[src/rtl/core/nrmcv_pkg.sv]
`timescale 1ns / 1ps
// ----------------------------------------------------------------------------
// nrmcv_pkg
// Shared constants and types of the normalized 3x3 convolution unit.
// ----------------------------------------------------------------------------
package nrmcv_pkg;

    localparam int NUM_TAPS     = 9;
    localparam int NUM_ROWS     = 3;
    localparam int NUM_COLS     = 3;
    localparam int LANE_BITS    = 8;
    localparam int ROW_BITS     = 24;
    localparam int CFG_IDX_BITS = 2;

    localparam logic [ROW_BITS-1:0] ROW_RESET = 24'h010101;

    // register indexes of the configuration port
    localparam logic [CFG_IDX_BITS-1:0] REG_TOP_ROW    = 2'd0;
    localparam logic [CFG_IDX_BITS-1:0] REG_MIDDLE_ROW = 2'd1;
    localparam logic [CFG_IDX_BITS-1:0] REG_BOTTOM_ROW = 2'd2;

    // advance strobes of the two merge stages
    typedef struct packed {
        logic adv_row;
        logic adv_total;
    } merge_ctl_t;

endpackage

[src/rtl/core/nrmcv_lane.sv]
`timescale 1ns / 1ps
// ----------------------------------------------------------------------------
// nrmcv_lane
// One multiply lane: registers pixel times weight for one tap.
// ----------------------------------------------------------------------------
module nrmcv_lane #(
    parameter int PIXEL_BITS  = 8,
    parameter int WEIGHT_BITS = 8
) (
    input  logic                              clk,
    input  logic                              adv,
    input  logic [PIXEL_BITS-1:0]             pixel,
    input  logic [WEIGHT_BITS-1:0]            weight,
    output logic [PIXEL_BITS+WEIGHT_BITS-1:0] product
);

    localparam int PROD_W = PIXEL_BITS + WEIGHT_BITS;

    logic [PROD_W-1:0] product_reg;

    always_ff @(posedge clk)
    begin
        if (adv)
        begin
            product_reg <= PROD_W'(pixel) * PROD_W'(weight);
        end
    end

    assign product = product_reg;

endmodule

[src/rtl/core/nrmcv_merge.sv]
`timescale 1ns / 1ps
// ----------------------------------------------------------------------------
// nrmcv_merge
// Two-stage adder tree: row sums of the lane products and weights, then totals.
// ----------------------------------------------------------------------------
module nrmcv_merge #(
    parameter int PIXEL_BITS  = 8,
    parameter int WEIGHT_BITS = 8
) (
    input  logic                                clk,
    input  nrmcv_pkg::merge_ctl_t               ctl,
    input  logic [PIXEL_BITS+WEIGHT_BITS-1:0]   prod   [nrmcv_pkg::NUM_TAPS],
    input  logic [WEIGHT_BITS-1:0]              weight [nrmcv_pkg::NUM_TAPS],
    output logic [PIXEL_BITS+WEIGHT_BITS+3:0]   acc,
    output logic [WEIGHT_BITS+3:0]              wsum
);

    localparam int PROD_W = PIXEL_BITS + WEIGHT_BITS;
    localparam int ROW_W  = PROD_W + 2;
    localparam int ACC_W  = PROD_W + 4;
    localparam int WROW_W = WEIGHT_BITS + 2;
    localparam int WSUM_W = WEIGHT_BITS + 4;

    logic [ROW_W-1:0]  row_sum_reg  [nrmcv_pkg::NUM_ROWS];
    logic [WROW_W-1:0] wrow_sum_reg [nrmcv_pkg::NUM_ROWS];
    logic [ACC_W-1:0]  acc_reg;
    logic [WSUM_W-1:0] wsum_reg;

    always_ff @(posedge clk)
    begin
        for (int r = 0; r < nrmcv_pkg::NUM_ROWS; r++)
        begin
            if (ctl.adv_row)
            begin
                row_sum_reg[r]  <= ROW_W'(prod[3*r]) + ROW_W'(prod[3*r+1])
                                 + ROW_W'(prod[3*r+2]);
                wrow_sum_reg[r] <= WROW_W'(weight[3*r]) + WROW_W'(weight[3*r+1])
                                 + WROW_W'(weight[3*r+2]);
            end
        end
    end

    always_ff @(posedge clk)
    begin
        if (ctl.adv_total)
        begin
            acc_reg  <= ACC_W'(row_sum_reg[0]) + ACC_W'(row_sum_reg[1])
                      + ACC_W'(row_sum_reg[2]);
            wsum_reg <= WSUM_W'(wrow_sum_reg[0]) + WSUM_W'(wrow_sum_reg[1])
                      + WSUM_W'(wrow_sum_reg[2]);
        end
    end

    assign acc  = acc_reg;
    assign wsum = wsum_reg;

endmodule

[src/rtl/core/nrmcv_div_stage.sv]
`timescale 1ns / 1ps
// ----------------------------------------------------------------------------
// nrmcv_div_stage
// One restoring-division step: resolves quotient bit BIT and registers it.
// ----------------------------------------------------------------------------
module nrmcv_div_stage #(
    parameter int PIXEL_BITS = 8,
    parameter int ACC_W      = 20,
    parameter int WSUM_W     = 12,
    parameter int BIT        = 0
) (
    input  logic                  clk,
    input  logic                  adv,
    input  logic [ACC_W-1:0]      rem_in,
    input  logic [WSUM_W-1:0]     div_in,
    input  logic [PIXEL_BITS-1:0] quo_in,
    output logic [ACC_W-1:0]      rem_out,
    output logic [WSUM_W-1:0]     div_out,
    output logic [PIXEL_BITS-1:0] quo_out
);

    localparam int CMP_W = ACC_W + PIXEL_BITS;

    logic [CMP_W-1:0]      dshift;
    logic [CMP_W-1:0]      rem_ext;
    logic [CMP_W-1:0]      diff;
    logic                  take;
    logic [ACC_W-1:0]      rem_reg;
    logic [WSUM_W-1:0]     div_reg;
    logic [PIXEL_BITS-1:0] quo_reg;

    assign dshift  = CMP_W'(div_in) << BIT;
    assign rem_ext = CMP_W'(rem_in);
    assign diff    = rem_ext - dshift;
    assign take    = (rem_ext >= dshift);

    always_ff @(posedge clk)
    begin
        if (adv)
        begin
            rem_reg <= take ? ACC_W'(diff) : rem_in;
            quo_reg <= take ? (quo_in | (PIXEL_BITS'(1) << BIT)) : quo_in;
            div_reg <= div_in;
        end
    end

    assign rem_out = rem_reg;
    assign div_out = div_reg;
    assign quo_out = quo_reg;

endmodule

[src/rtl/core/normalized_3x3_convolution_unit.sv]
`timescale 1ns / 1ps
// ----------------------------------------------------------------------------
// normalized_3x3_convolution_unit
// Weighted 3x3 average: nine multiply lanes, an adder-tree merge and a
// pipelined divider that resolves one quotient bit per stage.
// ----------------------------------------------------------------------------
// Pipeline: PIXEL_BITS + 3 register stages (11 by default).
// Throughput: one item per cycle while the output is not stalled; every stage
//   holds its own valid bit, so a stalled output only stops the stages behind it once they fill up.
// Reset: rst_n clears all valid bits and loads the box mask into all weights.
// ----------------------------------------------------------------------------
module normalized_3x3_convolution_unit #(
    parameter int PIXEL_BITS  = 8,
    parameter int WEIGHT_BITS = 8
) (
    input  logic                                  clk,
    input  logic                                  rst_n,
    // configuration write port
    input  logic                                  cfg_we,
    input  logic [nrmcv_pkg::CFG_IDX_BITS-1:0]    cfg_index,
    input  logic [nrmcv_pkg::ROW_BITS-1:0]        cfg_data,
    // input window stream
    input  logic                                  s_tvalid,
    output logic                                  s_tready,
    // s_tdata from bit 0 up: pix_top_left, pix_top_mid, pix_top_right,
    // pix_mid_left, pix_center, pix_mid_right, pix_bot_left, pix_bot_mid,
    // pix_bot_right, zero fill
    input  logic [((9*PIXEL_BITS+7)/8)*8-1:0]     s_tdata,
    // result stream
    output logic                                  m_tvalid,
    input  logic                                  m_tready,
    // m_tdata from bit 0 up: filtered_pixel, zero fill
    output logic [((PIXEL_BITS+7)/8)*8-1:0]       m_tdata,
    // m_tuser: zero_weight_sum
    output logic                                  m_tuser
);

    localparam int NUM_TAPS = nrmcv_pkg::NUM_TAPS;
    localparam int OUT_W    = ((PIXEL_BITS + 7) / 8) * 8;
    localparam int PROD_W   = PIXEL_BITS + WEIGHT_BITS;
    localparam int ACC_W    = PROD_W + 4;
    localparam int WSUM_W   = WEIGHT_BITS + 4;
    // stage 0: lanes, 1..2: merge, 3..: divider bits
    localparam int DIV_BASE = 3;
    localparam int NST      = DIV_BASE + PIXEL_BITS;

    // ------------------------------------------------------------------
    // Weight registers; a write to an index past the list is dropped.
    // ------------------------------------------------------------------
    logic [nrmcv_pkg::ROW_BITS-1:0] weight_row_reg [nrmcv_pkg::NUM_ROWS];

    always_ff @(posedge clk or negedge rst_n)
    begin
        if (!rst_n)
        begin
            for (int r = 0; r < nrmcv_pkg::NUM_ROWS; r++)
            begin
                weight_row_reg[r] <= nrmcv_pkg::ROW_RESET;
            end
        end
        else if (cfg_we)
        begin
            case (cfg_index)
                nrmcv_pkg::REG_TOP_ROW:    weight_row_reg[0] <= cfg_data;
                nrmcv_pkg::REG_MIDDLE_ROW: weight_row_reg[1] <= cfg_data;
                nrmcv_pkg::REG_BOTTOM_ROW: weight_row_reg[2] <= cfg_data;
                default:                   ;
            endcase
        end
    end

    // Each weight is the low WEIGHT_BITS of its byte lane, left in the low byte.
    logic [WEIGHT_BITS-1:0] weight [NUM_TAPS];
    logic [PIXEL_BITS-1:0]  pixel  [NUM_TAPS];

    genvar t;
    generate
        for (t = 0; t < NUM_TAPS; t++)
        begin : g_taps
            assign weight[t] = weight_row_reg[t / nrmcv_pkg::NUM_COLS]
                [(t % nrmcv_pkg::NUM_COLS) * nrmcv_pkg::LANE_BITS +: WEIGHT_BITS];
            assign pixel[t]  = s_tdata[t*PIXEL_BITS +: PIXEL_BITS];
        end
    endgenerate

    // ------------------------------------------------------------------
    // Flow control: every stage has a valid bit and loads when it is empty
    // or its successor loads, so bubbles collapse behind a stalled output.
    // ------------------------------------------------------------------
    logic [NST-1:0] vld_reg;
    logic [NST-1:0] vld_next;
    logic [NST-1:0] adv;

    assign adv[NST-1] = !vld_reg[NST-1] || m_tready;

    genvar s;
    generate
        for (s = 0; s < NST - 1; s++)
        begin : g_ready
            assign adv[s] = !vld_reg[s] || adv[s+1];
        end
    endgenerate

    always_comb
    begin
        vld_next = vld_reg;
        if (adv[0])
        begin
            vld_next[0] = s_tvalid;
        end
        for (int i = 1; i < NST; i++)
        begin
            if (adv[i])
            begin
                vld_next[i] = vld_reg[i-1];
            end
        end
    end

    always_ff @(posedge clk or negedge rst_n)
    begin
        if (!rst_n)
        begin
            vld_reg <= '0;
        end
        else
        begin
            vld_reg <= vld_next;
        end
    end

    assign s_tready = adv[0];

    // ------------------------------------------------------------------
    // Multiply lanes, one per tap.
    // ------------------------------------------------------------------
    logic [PROD_W-1:0] prod [NUM_TAPS];

    generate
        for (t = 0; t < NUM_TAPS; t++)
        begin : g_lanes
            nrmcv_lane #(
                .PIXEL_BITS  (PIXEL_BITS),
                .WEIGHT_BITS (WEIGHT_BITS)
            ) u_lane (
                .clk     (clk),
                .adv     (adv[0]),
                .pixel   (pixel[t]),
                .weight  (weight[t]),
                .product (prod[t])
            );
        end
    endgenerate

    // ------------------------------------------------------------------
    // Merge: weighted sum and weight sum, the latter read from the registers.
    // User must hold weights steady while items are in flight (not enforced).
    // ------------------------------------------------------------------
    nrmcv_pkg::merge_ctl_t merge_ctl;
    logic [ACC_W-1:0]      acc;
    logic [WSUM_W-1:0]     wsum;

    assign merge_ctl.adv_row   = adv[1];
    assign merge_ctl.adv_total = adv[2];

    nrmcv_merge #(
        .PIXEL_BITS  (PIXEL_BITS),
        .WEIGHT_BITS (WEIGHT_BITS)
    ) u_merge (
        .clk    (clk),
        .ctl    (merge_ctl),
        .prod   (prod),
        .weight (weight),
        .acc    (acc),
        .wsum   (wsum)
    );

    // ------------------------------------------------------------------
    // Divider: quotient bits from the top down. The weighted average never
    // exceeds the largest pixel, so PIXEL_BITS steps resolve it exactly.
    // ------------------------------------------------------------------
    logic [ACC_W-1:0]      rem_s [PIXEL_BITS+1];
    logic [WSUM_W-1:0]     div_s [PIXEL_BITS+1];
    logic [PIXEL_BITS-1:0] quo_s [PIXEL_BITS+1];

    assign rem_s[0] = acc;
    assign div_s[0] = wsum;
    assign quo_s[0] = '0;

    genvar k;
    generate
        for (k = 0; k < PIXEL_BITS; k++)
        begin : g_div
            nrmcv_div_stage #(
                .PIXEL_BITS (PIXEL_BITS),
                .ACC_W      (ACC_W),
                .WSUM_W     (WSUM_W),
                .BIT        (PIXEL_BITS - 1 - k)
            ) u_div (
                .clk     (clk),
                .adv     (adv[DIV_BASE + k]),
                .rem_in  (rem_s[k]),
                .div_in  (div_s[k]),
                .quo_in  (quo_s[k]),
                .rem_out (rem_s[k+1]),
                .div_out (div_s[k+1]),
                .quo_out (quo_s[k+1])
            );
        end
    endgenerate

    // ------------------------------------------------------------------
    // Output: the last divider stage is the output register. A zero weight
    // sum would read as all ones from the divider, so force the pixel to 0.
    // ------------------------------------------------------------------
    logic zero_sum;

    assign zero_sum = (div_s[PIXEL_BITS] == '0);
    assign m_tvalid = vld_reg[NST-1];
    assign m_tuser  = zero_sum;
    assign m_tdata  = zero_sum ? '0 : OUT_W'(quo_s[PIXEL_BITS]);

`ifndef SYNTHESIS
    logic [WSUM_W-1:0] cfg_wsum;

    always_comb
    begin
        cfg_wsum = '0;
        for (int i = 0; i < NUM_TAPS; i++)
        begin
            cfg_wsum = cfg_wsum + WSUM_W'(weight[i]);
        end
    end

    // an empty output stage means every stage behind it can load
    a_ready_when_out_empty: assert property (@(posedge clk) disable iff (!rst_n)
        !m_tvalid |-> s_tready)
        else $error("input stalled while output stage is empty");

    // the zero flag carried through the pipe agrees with the live weights
    a_zero_flag_matches_cfg: assert property (@(posedge clk) disable iff (!rst_n)
        m_tvalid |-> (m_tuser == (cfg_wsum == '0)))
        else $error("zero weight flag disagrees with weight registers");

    // a stalled result keeps its stage and its payload
    a_stall_holds_result: assert property (@(posedge clk) disable iff (!rst_n)
        (m_tvalid && !m_tready) |=> (m_tvalid && $stable(m_tdata)))
        else $error("stalled result lost or changed");
`endif

endmodule
[config.mk]
export PLATFORM = sky130hd
export DESIGN_NAME = normalized_3x3_convolution_unit
export DESIGN_NICKNAME = d
export VERILOG_FILES = /design/src/rtl/core/nrmcv_pkg.sv /design/src/rtl/core/nrmcv_lane.sv /design/src/rtl/core/nrmcv_merge.sv /design/src/rtl/core/nrmcv_div_stage.sv /design/src/rtl/core/normalized_3x3_convolution_unit.sv
export SDC_FILE = /design/constraint.sdc
export NUM_CORES = 2
export LEC_CHECK = 0
export BUFFER_PORTS_ARGS = -buffer_cell sky130_fd_sc_hd__buf_2
export CAP_MARGIN = 20
export CORE_MARGIN = 2
export CORE_UTILIZATION = 55
export CTS_CLUSTER_SIZE = 20
export DETAILED_ROUTE_END_ITERATION = 8
export PLACE_DENSITY = 0.81
export SLEW_MARGIN = 20
export SYNTH_ARGS = -nofsm -noshare
export SYNTH_HDL_FRONTEND = slang
export SYNTH_SLANG_ARGS = --single-unit
[constraint.sdc]
create_clock -name clk -period 10.6 [get_ports clk]
set_input_delay 2.12 -clock clk [delete_from_list [all_inputs] [get_ports clk]]
set_output_delay 2.12 -clock clk [all_outputs]
set_load 0.02 [all_outputs]
==> summary.txt <==
status = complete, no violations
leading cell type in the layout, fill and taps excluded = inv_1
Initial Util = 55.36%
CTS H-tree depth = 3
clock transition at the registers of the reported paths = 0.05 ns
Ys Warns = 0
total gr overflow = 0
row count = 112
WL final = 112.4 mm
final-report max-slew violation count = 0
most frequent cells in the layout = inv_1 (623), ha_1 (620), edfxtp_1 (532), and2_1 (481), fa_1 (347)
ranking of synthesized cells by area = edfxtp_1 (31%), ha_1 (15%), fa_1 (13%)
largest net degree at the start of global routing = 86
post_cts resized = 0
Core Box Area = 0.09305 sq mm
number of synthesized flops with an enable pin = 532
Final setup viols = 0
worst r2r src = weight[51]$_DFFE_PN0P_
Total Routing Usage GR = 23.89%
Final TNS setup = 0 ns
Fmax = 151.9 MHz
Critical Path Fanout Max = 43
Least-Margin Pin Slew = 1.062 ns
cell accounting for the most synthesized area = edfxtp_1
share of the synthesized area in the top cell type = 31.01%
crit end category = primary output
worst min-delay path category = reg2reg
Hold-fix buffers, CTS = 0
initial antenna violation count = 4
postcts setup bufs = 0
CTS Buf Count = 66
Tmin final = 6.583 ns
#FFs+latches synth = 615
post-layout net count = 6062
worst r2r path cells = 16
first-pass GRT wire length = 182.7 mm
Via density = 5.648
DR iter-0 viols = 2350
Worst setup SP type = primary input
Syn Inst Count = 4820
Crit Path Class = in2out
Layout Skew = 0.03018 ns
antenna-violating nets left = 0
reg-to-reg endpoint = g_lanes[2].u_lane.product[15]$_DFFE_PP_
FFs w/ async S/R, synth = 13.50%
max reg flops = 144
crit path capture = s_tready
# IOs = 114
port bufs = 113
slew margin rel. = 29.20%
DRC errors left = 0
unrepaired setup endpoints after global routing = no
Vias = 35.58k
count of different cell masters after synthesis = 73
vias in the first global route = 36.54k
CTS Buffer Depth = 3
MaxCap Viol Count = 0
die area = 0.09612 sq mm
WHS Path Cells = 0
sequential share of the synthesized area = 35.07%
die height = 310.0 microns
area delta synth->final = 8.414%
GPL Wtd Cong = 0.9054
CP arrival = 4.46 ns
CP startpoint = m_tready
CP required = 8.48 ns
top_reg_cell synth = edfxtp_1
Pre-Repair DR Iteration Count = 6
post-DR wirelength/cell = 17.84 microns
hpwl dp = 89.57 mm
clk_lat worst skew = 0.62 ns
post-synth net total = 5890
clock root buffer = clkbuf_16
Reg2Reg Setup Slack = 5.39 ns
CTS Sinks = 615
Mean Syn Cell Area = 10.69 sq um
period utilisation layout = 62.11%
Cell Area, Synth = 0.05151 sq mm
share of cells above drive strength 1 = 7.435%
final hold violations = 0
Die X = 310.0 microns
CTS tree = built
how the worst min path moves through the flow:
stage,end,from,slack (ns)
detailed placement,g_div[7].u_div.quo_out[4]$_DFFE_PP_,g_div[6].u_div.quo_out[4]$_DFFE_PP_,0.40
global route,g_div[7].u_div.quo_out[4]$_DFFE_PP_,g_div[6].u_div.quo_out[4]$_DFFE_PP_,0.42
CTS,g_div[7].u_div.quo_out[4]$_DFFE_PP_,g_div[6].u_div.quo_out[4]$_DFFE_PP_,0.42
floorplan,g_div[1].u_div.quo_out[7]$_DFFE_PP_,g_div[0].u_div.quo_out[7]$_DFFE_PP_,0.40
global placement,g_div[5].u_div.quo_out[3]$_DFFE_PP_,g_div[4].u_div.quo_out[3]$_SDFFCE_PN1P_,0.40
finish,g_div[7].u_div.quo_out[4]$_DFFE_PP_,g_div[6].u_div.quo_out[4]$_DFFE_PP_,0.42
worst max-delay path: stages:
cell and delay (ns):
buf_2 0.09, nor2b_1 0.38, nand2_1 0.14, nor2_1 0.23, and2_1 0.21, and3_1 0.24, and3_1 0.28, nand2_4 0.40
buf_2 0.34
cell type report:
type / count / area, sq um
fillers: 7467 / 37200
multi-input cells: 3554 / 31040
flip-flops and latches: 615 / 18060
inverters: 626 / 2351
clock buffers: 86 / 1818
well taps: 1254 / 1569
repair buffers: 129 / 691.9
clock inverters: 34 / 307.8
diodes: 1 / 2.502
routing by layer:
metal / share of wire (%) / GRT usage [%]
met1: 39 / 28.51
met2: 51 / 42.68
met3: 4.9 / 3.249
met4: 4.8 / 11.07
met5: 0.035 / 0
cells by family after synthesis:
group	count (synthesis)	synth area share, %
AO/OA/AOI/OAI	831	10.21
XOR/XNOR	322	5.475
adder cells (fa/ha/maj)	967	28.54
buffers and inverters	651	4.748
flip-flops	615	35.07
multiplexers	108	2.334
AND/OR/NAND/NOR	1326	13.63
synthesized netlist by cell type (all sizes together) (32+ instances only):
cell type / number
nor2b: 58
mux2: 97
nand2b: 55
and2: 481
xor2: 79
inv: 626
o21ai: 167
a21oi: 292
nand3: 56
edfxtp: 532
ha: 620
o21a: 69
a211oi: 32
nor3: 56
nand2: 268
dfrtp: 74
fa: 347
o21bai: 39
a21o: 65
nor2: 214
xnor2: 243
metrics by stage:
stage	util (%)	cell area, sq um	worst slack [ns]	cells	hold WS (ns)
6_report	60.02	55850	4.017	6299	0.4167
5_1_grt	60.02	55850	3.817	6299	0.4203
4_1_cts	59.99	55820	4.018	6297	0.4180
3_5_place_dp	57.71	53700	3.757	6177	0.4045
3_3_place_gp	57.71	53700	3.897	6177	0.4004
2_1_floorplan	-	51510	1.471	4820	0.4003
Power is not shown: default switching activity piles up to over one toggle a cycle in this logic, so the estimate is an artifact.
